[src/rtl/avrf_pkg.sv]
// avrf_pkg: shared types, constants and the arctangent table of the relevance filter
package avrf_pkg;

  localparam int ATAN_LEN    = 24;
  localparam int SQRT_STEPS  = 24;
  localparam int DIV_STEPS   = 48;
  localparam int ROBOT_PRODS = 10;
  localparam int QUERY_PRODS = 4;
  localparam int NPROD       = 11;
  localparam int CNT_W       = 6;
  localparam logic [23:0] TWO_METRES = 24'd2048;

  localparam logic OP_ROBOT = 1'b0;
  localparam logic OP_QUERY = 1'b1;

  typedef logic [3:0] mul_sel_t;
  // robot update products
  localparam mul_sel_t MS_WW  = 4'd0;
  localparam mul_sel_t MS_XX  = 4'd1;
  localparam mul_sel_t MS_YY  = 4'd2;
  localparam mul_sel_t MS_ZZ  = 4'd3;
  localparam mul_sel_t MS_XZ  = 4'd4;
  localparam mul_sel_t MS_WY  = 4'd5;
  localparam mul_sel_t MS_XY  = 4'd6;
  localparam mul_sel_t MS_WZ  = 4'd7;
  localparam mul_sel_t MS_VXX = 4'd8;
  localparam mul_sel_t MS_VYY = 4'd9;
  localparam mul_sel_t MS_NUM = 4'd10;
  // agent query products
  localparam mul_sel_t MS_DXX = 4'd0;
  localparam mul_sel_t MS_DYY = 4'd1;
  localparam mul_sel_t MS_NRR = 4'd2;
  localparam mul_sel_t MS_VDD = 4'd3;

  typedef logic [2:0] cfg_idx_t;
  localparam cfg_idx_t CFG_CHECK_ENABLE      = 3'd0;
  localparam cfg_idx_t CFG_VIEW_DISTANCE_MAX = 3'd1;
  localparam cfg_idx_t CFG_VIEW_DISTANCE_MIN = 3'd2;
  localparam cfg_idx_t CFG_SPEED_THRESHOLD   = 3'd3;
  localparam cfg_idx_t CFG_VIEW_HALF_ANGLE   = 3'd4;
  localparam cfg_idx_t CFG_MAPPING_RANGE     = 3'd5;

  typedef struct packed {
    logic              operation;
    logic signed [23:0] pos_x;
    logic signed [23:0] pos_y;
    logic signed [15:0] quat_x;
    logic signed [15:0] quat_y;
    logic signed [15:0] quat_z;
    logic signed [15:0] quat_w;
    logic signed [15:0] vel_x;
    logic signed [15:0] vel_y;
  } avrf_in_t;

  typedef struct packed {
    logic        in_view;
    logic        near_robot;
    logic        robot_known;
    logic [22:0] view_distance;
  } avrf_out_t;

  typedef struct packed {
    logic             load;
    logic             mul_en;
    mul_sel_t         mul_sel;
    logic             cord_init;
    logic             cord_step;
    logic             sqrt_init;
    logic             sqrt_step;
    logic             div_init;
    logic             div_step;
    logic             finish;
    logic [CNT_W-1:0] step;
  } avrf_cmd_t;

  typedef struct packed {
    logic op;
    logic out_busy;
  } avrf_sts_t;

  // atan(2^-i) in units of 2^32 per turn
  function automatic logic [31:0] atan_val(input logic [4:0] i);
    logic [31:0] v;
    unique case (i)
      5'd0:  v = 32'd536870912;
      5'd1:  v = 32'd316933406;
      5'd2:  v = 32'd167458907;
      5'd3:  v = 32'd85004756;
      5'd4:  v = 32'd42667331;
      5'd5:  v = 32'd21354465;
      5'd6:  v = 32'd10679838;
      5'd7:  v = 32'd5340245;
      5'd8:  v = 32'd2670163;
      5'd9:  v = 32'd1335088;
      5'd10: v = 32'd667544;
      5'd11: v = 32'd333772;
      5'd12: v = 32'd166886;
      5'd13: v = 32'd83443;
      5'd14: v = 32'd41722;
      5'd15: v = 32'd20861;
      5'd16: v = 32'd10430;
      5'd17: v = 32'd5215;
      5'd18: v = 32'd2608;
      5'd19: v = 32'd1304;
      5'd20: v = 32'd652;
      5'd21: v = 32'd326;
      5'd22: v = 32'd163;
      5'd23: v = 32'd81;
      default: v = 32'd0;
    endcase
    return v;
  endfunction

endpackage

[src/rtl/avrf_ctrl.sv]
// avrf_ctrl: sequencer that steps the datapath through one update or query
module avrf_ctrl #(
  parameter int CORDIC_STEPS = 16
) (
  input  logic                clk,
  input  logic                rst,
  input  logic                in_valid,
  output logic                in_ready,
  input  avrf_pkg::avrf_sts_t sts,
  output avrf_pkg::avrf_cmd_t cmd
);

  typedef enum logic [9:0] {
    S_IDLE      = 10'b0000000001,
    S_MUL       = 10'b0000000010,
    S_CORD_INIT = 10'b0000000100,
    S_CORD      = 10'b0000001000,
    S_SQRT_INIT = 10'b0000010000,
    S_SQRT      = 10'b0000100000,
    S_PROD      = 10'b0001000000,
    S_DIV_INIT  = 10'b0010000000,
    S_DIV       = 10'b0100000000,
    S_FIN       = 10'b1000000000
  } state_t;

  localparam logic [avrf_pkg::CNT_W-1:0] CORD_LAST  = avrf_pkg::CNT_W'(CORDIC_STEPS - 1);
  localparam logic [avrf_pkg::CNT_W-1:0] SQRT_LAST  = avrf_pkg::CNT_W'(avrf_pkg::SQRT_STEPS - 1);
  localparam logic [avrf_pkg::CNT_W-1:0] DIV_LAST   = avrf_pkg::CNT_W'(avrf_pkg::DIV_STEPS - 1);
  localparam logic [avrf_pkg::CNT_W-1:0] ROBOT_LAST = avrf_pkg::CNT_W'(avrf_pkg::ROBOT_PRODS - 1);
  localparam logic [avrf_pkg::CNT_W-1:0] QUERY_LAST = avrf_pkg::CNT_W'(avrf_pkg::QUERY_PRODS - 1);

  state_t                     state, state_next;
  logic [avrf_pkg::CNT_W-1:0] cnt, cnt_next;
  logic                       last;

  assign in_ready = (state == S_IDLE);

  always_comb begin
    state_next = state;
    cnt_next   = cnt + 1'b1;
    last       = 1'b0;
    cmd        = '0;
    cmd.step   = cnt;
    unique case (state)
      S_IDLE: begin
        cnt_next = '0;
        if (in_valid) begin
          cmd.load   = 1'b1;
          state_next = S_MUL;
        end
      end
      S_MUL: begin
        cmd.mul_en  = 1'b1;
        cmd.mul_sel = cnt[3:0];
        last = (sts.op == avrf_pkg::OP_QUERY) ? (cnt == QUERY_LAST) : (cnt == ROBOT_LAST);
        if (last) state_next = S_CORD_INIT;
      end
      S_CORD_INIT: begin
        cmd.cord_init = 1'b1;
        cnt_next      = '0;
        state_next    = S_CORD;
      end
      S_CORD: begin
        cmd.cord_step = 1'b1;
        if (cnt == CORD_LAST) begin
          state_next = (sts.op == avrf_pkg::OP_QUERY) ? S_FIN : S_SQRT_INIT;
        end
      end
      S_SQRT_INIT: begin
        cmd.sqrt_init = 1'b1;
        cnt_next      = '0;
        state_next    = S_SQRT;
      end
      S_SQRT: begin
        cmd.sqrt_step = 1'b1;
        if (cnt == SQRT_LAST) state_next = S_PROD;
      end
      S_PROD: begin
        cmd.mul_en  = 1'b1;
        cmd.mul_sel = avrf_pkg::MS_NUM;
        state_next  = S_DIV_INIT;
      end
      S_DIV_INIT: begin
        cmd.div_init = 1'b1;
        cnt_next     = '0;
        state_next   = S_DIV;
      end
      S_DIV: begin
        cmd.div_step = 1'b1;
        if (cnt == DIV_LAST) state_next = S_FIN;
      end
      S_FIN: begin
        if (!sts.out_busy) begin
          cmd.finish = 1'b1;
          state_next = S_IDLE;
        end
      end
      default: state_next = S_IDLE;
    endcase
  end

  always_ff @(posedge clk) begin
    if (rst) begin
      state <= S_IDLE;
      cnt   <= '0;
    end else begin
      state <= state_next;
      cnt   <= cnt_next;
    end
  end

  // a result never overwrites one still waiting
  a_fin_free: assert property (@(posedge clk) disable iff (rst)
    cmd.finish |-> !sts.out_busy) else $error("finish while result pending");

  // a finished word is offered next cycle
  a_fin_shown: assert property (@(posedge clk) disable iff (rst)
    cmd.finish |=> sts.out_busy || $past(cmd.finish)) else $error("result not offered");

  // product index stays inside the product table
  a_mul_range: assert property (@(posedge clk) disable iff (rst)
    (state == S_MUL) |-> (cnt <= ROBOT_LAST)) else $error("product index out of range");

  // cordic step index stays inside the angle table
  a_cord_range: assert property (@(posedge clk) disable iff (rst)
    (state == S_CORD) |-> (cnt <= CORD_LAST)) else $error("cordic step out of range");

endmodule

[config.mk]
export PLATFORM = sky130hd
export DESIGN_NAME = avrf_ctrl
export DESIGN_NICKNAME = d
export VERILOG_FILES = /design/src/rtl/avrf_pkg.sv /design/src/rtl/avrf_ctrl.sv
export SDC_FILE = /design/constraint.sdc
export NUM_CORES = 1
export LEC_CHECK = 0
export ABC_AREA = 1
export BUFFER_PORTS_ARGS = -buffer_cell sky130_fd_sc_hd__buf_2
export CORE_MARGIN = 2
export CORE_UTILIZATION = 54
export CTS_CLUSTER_DIAMETER = 60
export DETAILED_ROUTE_END_ITERATION = 7
export PLACE_DENSITY = 0.79
export SLEW_MARGIN = 30
export SYNTH_ARGS = -nofsm -noshare
export SYNTH_HDL_FRONTEND = slang
export SYNTH_SLANG_ARGS = --single-unit
[constraint.sdc]
create_clock -name clk -period 2.15 [get_ports clk]
set_clock_uncertainty 0.2 [all_clocks]
set_input_delay 0.1075 -clock clk [delete_from_list [all_inputs] [get_ports clk]]
set_output_delay 0.1075 -clock clk [all_outputs]
set_load 0.01 [all_outputs]
==> results of run 1 <==
## cells in the mapped netlist
cell / count / share of area
inv_1: 33 / 0.10
nor3_1: 1 / 0.0041
ha_1: 1 / 0.010
inv_4: 1 / 0.0052
nand3_2: 2 / 0.017
inv_2: 8 / 0.025
nand4_1: 3 / 0.015
nand3_1: 20 / 0.083
nor2_2: 2 / 0.010
nor3_2: 1 / 0.0083
nand2_1: 35 / 0.11
nand2_4: 5 / 0.046
dfxtp_1: 16 / 0.26
nor2_4: 9 / 0.084
nor2_1: 40 / 0.12
o21ai_0: 5 / 0.021
clkinv_1: 1 / 0.0031
a21oi_1: 4 / 0.017
nand4_2: 1 / 0.010
nand2_2: 7 / 0.036
xor2_1: 1 / 0.0072
## stage by stage
step | area, sq um | hold WS [ns]
2_1_floorplan | 1210 | -0.0234
3_3_place_gp | 1370 | 0.125
3_5_place_dp | 1370 | 0.129
4_1_cts | 1430 | 0.0656
5_1_grt | 1430 | 0.115
6_report | 1430 | 0.0625
## what timing repair did
action | 4_1_cts | 5_1_grt
hold buffers | 3 | 0
endpoints found under the hold margin | 2 | 0
setup buffers | 0 | 0
## per-layer routing
layer | track usage | share of wire
met5 | 0 | 0
met4 | 0.118 | 0.018
met3 | 0.0468 | 0.062
met2 | 0.404 | 0.46
met1 | 0.309 | 0.46
## cells by family (layout without fill, tap and decap cells)
kind of cell | count (synthesis) | in the layout | synth area share
fa+ha+maj | 1 | 1 | 0.0103
buf+inv | 43 | 74 | 0.135
xor+xnor | 1 | 1 | 0.00723
compound gates | 9 | 9 | 0.0371
simple gates | 126 | 126 | 0.546
flops | 16 | 16 | 0.264
## cell type report
| cell class | count | area (sq um) |
|---|---|---|
| inverters | 43 | 164 |
| flip-flops and latches | 16 | 320 |
| multi-input cells | 137 | 728 |
| repair buffers | 27 | 150 |
| fillers | 205 | 736 |
| clock buffers | 4 | 36.3 |
| well taps | 28 | 35.0 |
## power by group through the flow
stage	sequential, uW	clock [uW]	combinational (uW)
final	440	207	1020
after global routing	448	223	1140
after CTS	438	211	1010
after detailed placement	443	0	1000
after global placement	439	0	976
after floorplan	439	0	779
## flip-flops by register name (all words and copies together) (netlist names)
| signal | count |
|---|---|
| cnt | 6 |
| state | 10 |
## path summary, 6_finish.rpt
path / endpoint / depth (start not counted)
max: cmd[16] / 8
min: state[9]$_SDFFE_PP0P_ / 5
max reg2reg: state[0]$_SDFFE_PP1P_ / 12
min reg2reg: cnt[0]$_SDFF_PP0_ / 1
## worst max-delay path: cells and delay by family, from the launching register on
family / cells / cell delay, ns
and+or+nand+nor: 4 / 0.48
DFF: 1 / 0.39
buffers and inverters: 3 / 0.35
AOI/OAI and AO/OA: 1 / 0.20
## cells in the final DEF (no fill, tap or decap), drive strengths merged, types with 4 or more instances in the layout
cell,n
buf,24
clkbuf,4
o21ai,5
nor2,51
nand3,22
inv,42
nand2,47
nand4,4
dfxtp,16
a21oi,4
==> run_results.csv, run 1 <==
group,metric,value,unit
routing,first_pass_drt_iterations,4,
place,detailedPlacementHpwl,2420,um
critical_path,timing.rr.start,"cnt[0]$_SDFF_PP0_",
power_and_ir_drop,seq_power_share,0.263,
timing,clock.fmax,496,MHz
cts,post_cts_sizing_count,0,
routing,drt_iter0_drc,33,
timing,finalHoldViolations,0,
global_routing,grt_first_pass_wirelength,4710,um
floorplan,dieWidth,51.4,um
global_routing,initial_antenna_violation_count,0,
critical_path,critical_path_class,"reg -> out",
final_layout,area_growth,18.3,%
critical_path,critPathCaptureType,"output pin",
routing,post_drt_wl_per_cell,12.1,um
critical_path,worst_endpoint_required_time,1.84,ns
power_and_ir_drop,leakage,0.000778,uW
cts,clk_path_buf_depth,2,
yosys,netlist-cell-type-count,21,
critical_path,slowest_delay,0.39,ns
run,drv.max_cap_violation_count,0,
floorplan,initial_utilization,0.559,
routing,routed_wl,3080,um
power_and_ir_drop,comb_power_share,0.613,
critical_path,timing.reg2reg.setup_slack,0.28,ns
final_layout,final_design_utilization,0.661,
cts,worstSkewPairLatency,0.30,ns
cts,total_clock_buffers_created_by_cts,3,
yosys,yosys_warnings,0,
power_and_ir_drop,power_report.internal_total,799,uW
cts,clock_tree.root_cell,"clkbuf_4",
power_and_ir_drop,netSwitchingPower,870,uW
timing,final-max-slew-violation-count,0,
yosys,post_synth_inst_count,196,
critical_path,worst-endpoint-arrival,1.71,ns
final_layout,number_of_nets_in_the_layout,234,
cts,cts_htree_levels,1,
floorplan,top_level_ports,25,
critical_path,crit_chain,"nor2_4, nand2_4, inv_4, nand2_2, nor2_4, inv_1, o21ai_0, buf_2",
place,dp_slack,0.334,ns
critical_path,timing.critical_path.fanout_max,6,
run_status,run_status,"finished, final reports clean",
power_and_ir_drop,cell_pwr_density,1160,mW/mm^2
yosys,postSynthNetCount,202,
critical_path,crit_path_start,"state[4]$_SDFFE_PP0P_",
timing,max_slew.worst_pin.slew,0.306,ns
timing,timing.final.setup_violations,0,
timing,setup_slack,0.133,ns
cts,clock_tree_from_tritoncts,"yes",
yosys,syn_avg_cell_area,6.19,sq um
final_layout,post_layout_nonfiller_instances,255,
global_routing,track_usage,0.247,
floorplan,die_h,51.4,um
routing,routed_via_density,5.05,
yosys,synth_register_bits,16,
critical_path,timing.critical_path.slowest_stage_cell,"dfxtp_1",
yosys,synth-seq-area-share,0.264,
floorplan,design.die.area,0.00264,sq mm
timing,fin_crit_sh,0.938,
cts,clock_sinks,16,
floorplan,placeableCoreArea,0.00217,sq mm
critical_path,timing.critical_path.from_type,"flip-flop",
critical_path,crit_path_frequent_cell,"nor2_4",
cts,path_clk_slew,0.11,ns
power_and_ir_drop,power.ir.vdd_worst,0.742,mV
routing,dr_total_vias,1288,
place,dp.cells,248,
min_path,timing.hold.worst.start,"in_valid",
floorplan,placementRows,17,
place,port-buffer-count,24,
routing,antenna_left,0,
final_layout,post_route_cells_drive_above_1_share,0.282,
min_path,hold_path.class,"in -> reg",
power_and_ir_drop,power.switching_fraction,0.521,
place,gpl.final_weighted_congestion,0.942,
power_and_ir_drop,pwr-share-clk,0.124,
yosys,mappedNetlistArea,0.00121,sq mm
timing,fin_crit,2.02,ns
power_and_ir_drop,total_power,1670,uW
routing,drcViolationCount,0,
global_routing,grt_start_max_net_pins,10,
timing,rsz_0062_raised_after_global_routing,"no",
timing,slew_headroom,0.796,
global_routing,grt_pass1_vias,1130,
final_layout,insertedDiodeCount,0,
global_routing,grt_remaining_overflow,0,
timing,setup-tns-final,0,ns
No activity file was read; power rests on OpenSTA's default activity.
==> run 2, diff against run 1 <==
CORE_ASPECT_RATIO = 0.8   (was unset)
CTS_CLUSTER_SIZE = 30   (was unset)
==> run_results.csv, run 2 (synthesis results as in run 1) <==
group,metric,value,unit
timing,clock.fmax,522,MHz
global_routing,grt_pass1_vias,1152,
cts,total_clock_buffers_created_by_cts,3,
final_layout,final_cell_area,0.00143,sq mm
routing,post_drt_wl_per_cell,12.3,um
place,dp.cells,245,
final_layout,number_of_nets_in_the_layout,234,
floorplan,placeableCoreArea,0.00214,sq mm
routing,routed_wl,3110,um
final_layout,area_growth,18.0,%
floorplan,initial_utilization,0.567,
routing,dr_total_vias,1302,
floorplan,placementRows,15,
global_routing,grt_start_max_net_pins,10,
critical_path,crit_path_start,"state[4]$_SDFFE_PP0P_",
timing,slew_headroom,0.799,
final_layout,post_route_cells_drive_above_1_share,0.282,
place,gpl.final_weighted_congestion,0.937,
routing,antenna_left,0,
timing,final-max-slew-violation-count,0,
final_layout,reg.largest.list,"state x10, cnt x6",
timing,max_slew.worst_pin.slew,0.301,ns
run,drv.max_cap_violation_count,0,
routing,first_pass_drt_iterations,4,
global_routing,grt_first_pass_wirelength,5090,um
critical_path,critPathCaptureType,"output pin",
final_layout,regMostFlops,"state",
timing,timing.final.setup_violations,0,
global_routing,grt_remaining_overflow,0,
critical_path,worst-endpoint-arrival,1.61,ns
critical_path,timing.critical_path.from_type,"flip-flop",
min_path,hold_path.class,"in -> reg",
timing,rsz_0062_raised_after_global_routing,"no",
cts,clock_sinks,16,
timing,finalHoldViolations,0,
power_and_ir_drop,cell_pwr_density,1170,mW/mm^2
final_layout,insertedDiodeCount,0,
place,port-buffer-count,24,
final_layout,largest_reg_flops,10,
cts,clk_path_buf_depth,2,
routing,routed_via_density,5.17,
routing,drcViolationCount,0,
cts,clock_tree.root_cell,"clkbuf_4",
critical_path,worst_endpoint_required_time,1.84,ns
timing,setup-tns-final,0,ns
final_layout,post_layout_nonfiller_instances,252,
run_status,run_status,"finished, final reports clean",
cts,cts_htree_levels,1,
place,detailedPlacementHpwl,2530,um
critical_path,critical_path_class,"reg -> out",
routing,drt_iter0_drc,83,
cts,clock_tree_from_tritoncts,"yes",
floorplan,top_level_ports,25,
global_routing,track_usage,0.260,
floorplan,dieWidth,57.0,um
power_and_ir_drop,leakage,0.000778,uW
critical_path,timing.critical_path.fanout_max,6,
critical_path,timing.rr.start,"cnt[0]$_SDFF_PP0_",
critical_path,timing.reg2reg.setup_slack,0.27,ns
power_and_ir_drop,power.ir.vdd_worst,0.721,mV
timing,fin_crit_sh,0.892,
place,dpl_cell_area,0.00136,sq mm
floorplan,die_h,46.4,um
floorplan,design.die.area,0.00264,sq mm
cts,path_clk_slew,0.10,ns
final_layout,layout.cells.most_common,"nor2_1",
cts,worstSkewPairLatency,0.30,ns
final_layout,mostFrequentLayoutCells,"nor2_1, nand2_1, inv_1",
timing,fin_crit,1.92,ns
global_routing,initial_antenna_violation_count,0,
min_path,timing.hold.worst.start,"in_valid",
## run 2: cell counts in the layout (fill, tap and decap cells not counted)
Identical to the previous run, type by type.
## run 2: per-stage QoR
step	total power, uW	utilization	worst slack [ns]	hold slack (ns)
floorplan	1220	-	0.419	-0.0234
global placement	1410	0.637	0.418	0.134
detailed placement	1460	0.637	0.314	0.136
CTS	1670	0.668	0.232	0.0684
global route	1820	0.668	0.0989	0.133
finish	1680	0.668	0.233	0.0584
## run 2: final cells by class
cell class              instances  area (sq um)
fillers                       193           709
flip-flops and latches         16           320
repair buffers                 27           150
multi-input cells             137           728
clock buffers                   4          36.3
well taps                      25          31.3
inverters                      43           164
## run 2: path summary, 6_finish.rpt
check | endpoint | depth (start not counted)
max | cmd[14] | 8
min | state[9]$_SDFFE_PP0P_ | 5
max reg2reg | state[4]$_SDFFE_PP0P_ | 11
min reg2reg | cnt[0]$_SDFF_PP0_ | 1
## run 2: worst max-delay path: stages (launching register included)
cell,delay (ns)
dfxtp_1,0.36
nor2_4,0.16
nand2_4,0.11
inv_4,0.08
nand2_2,0.06
nor2_4,0.15
inv_1,0.10
o21ai_0,0.14
buf_2,0.15
## run 2: power by group
group	total (uW)	internal (uW)	switching [uW]
clock	206	104	102
sequential	440	358	81.3
combinational	1030	339	696
total	1680	800	879
## run 2: metal layers
metal	wire, um	global-route usage
met5	0	0
met4	47	0.0698
met3	241	0.0843
met2	1450	0.446
met1	1370	0.319
## run 2: repair_timing
item                                   in CTS  in global routing
resized for setup                           0                  0
setup buffers                               0                  0
endpoints found under the hold margin       3                  0
hold buffers                                3                  0
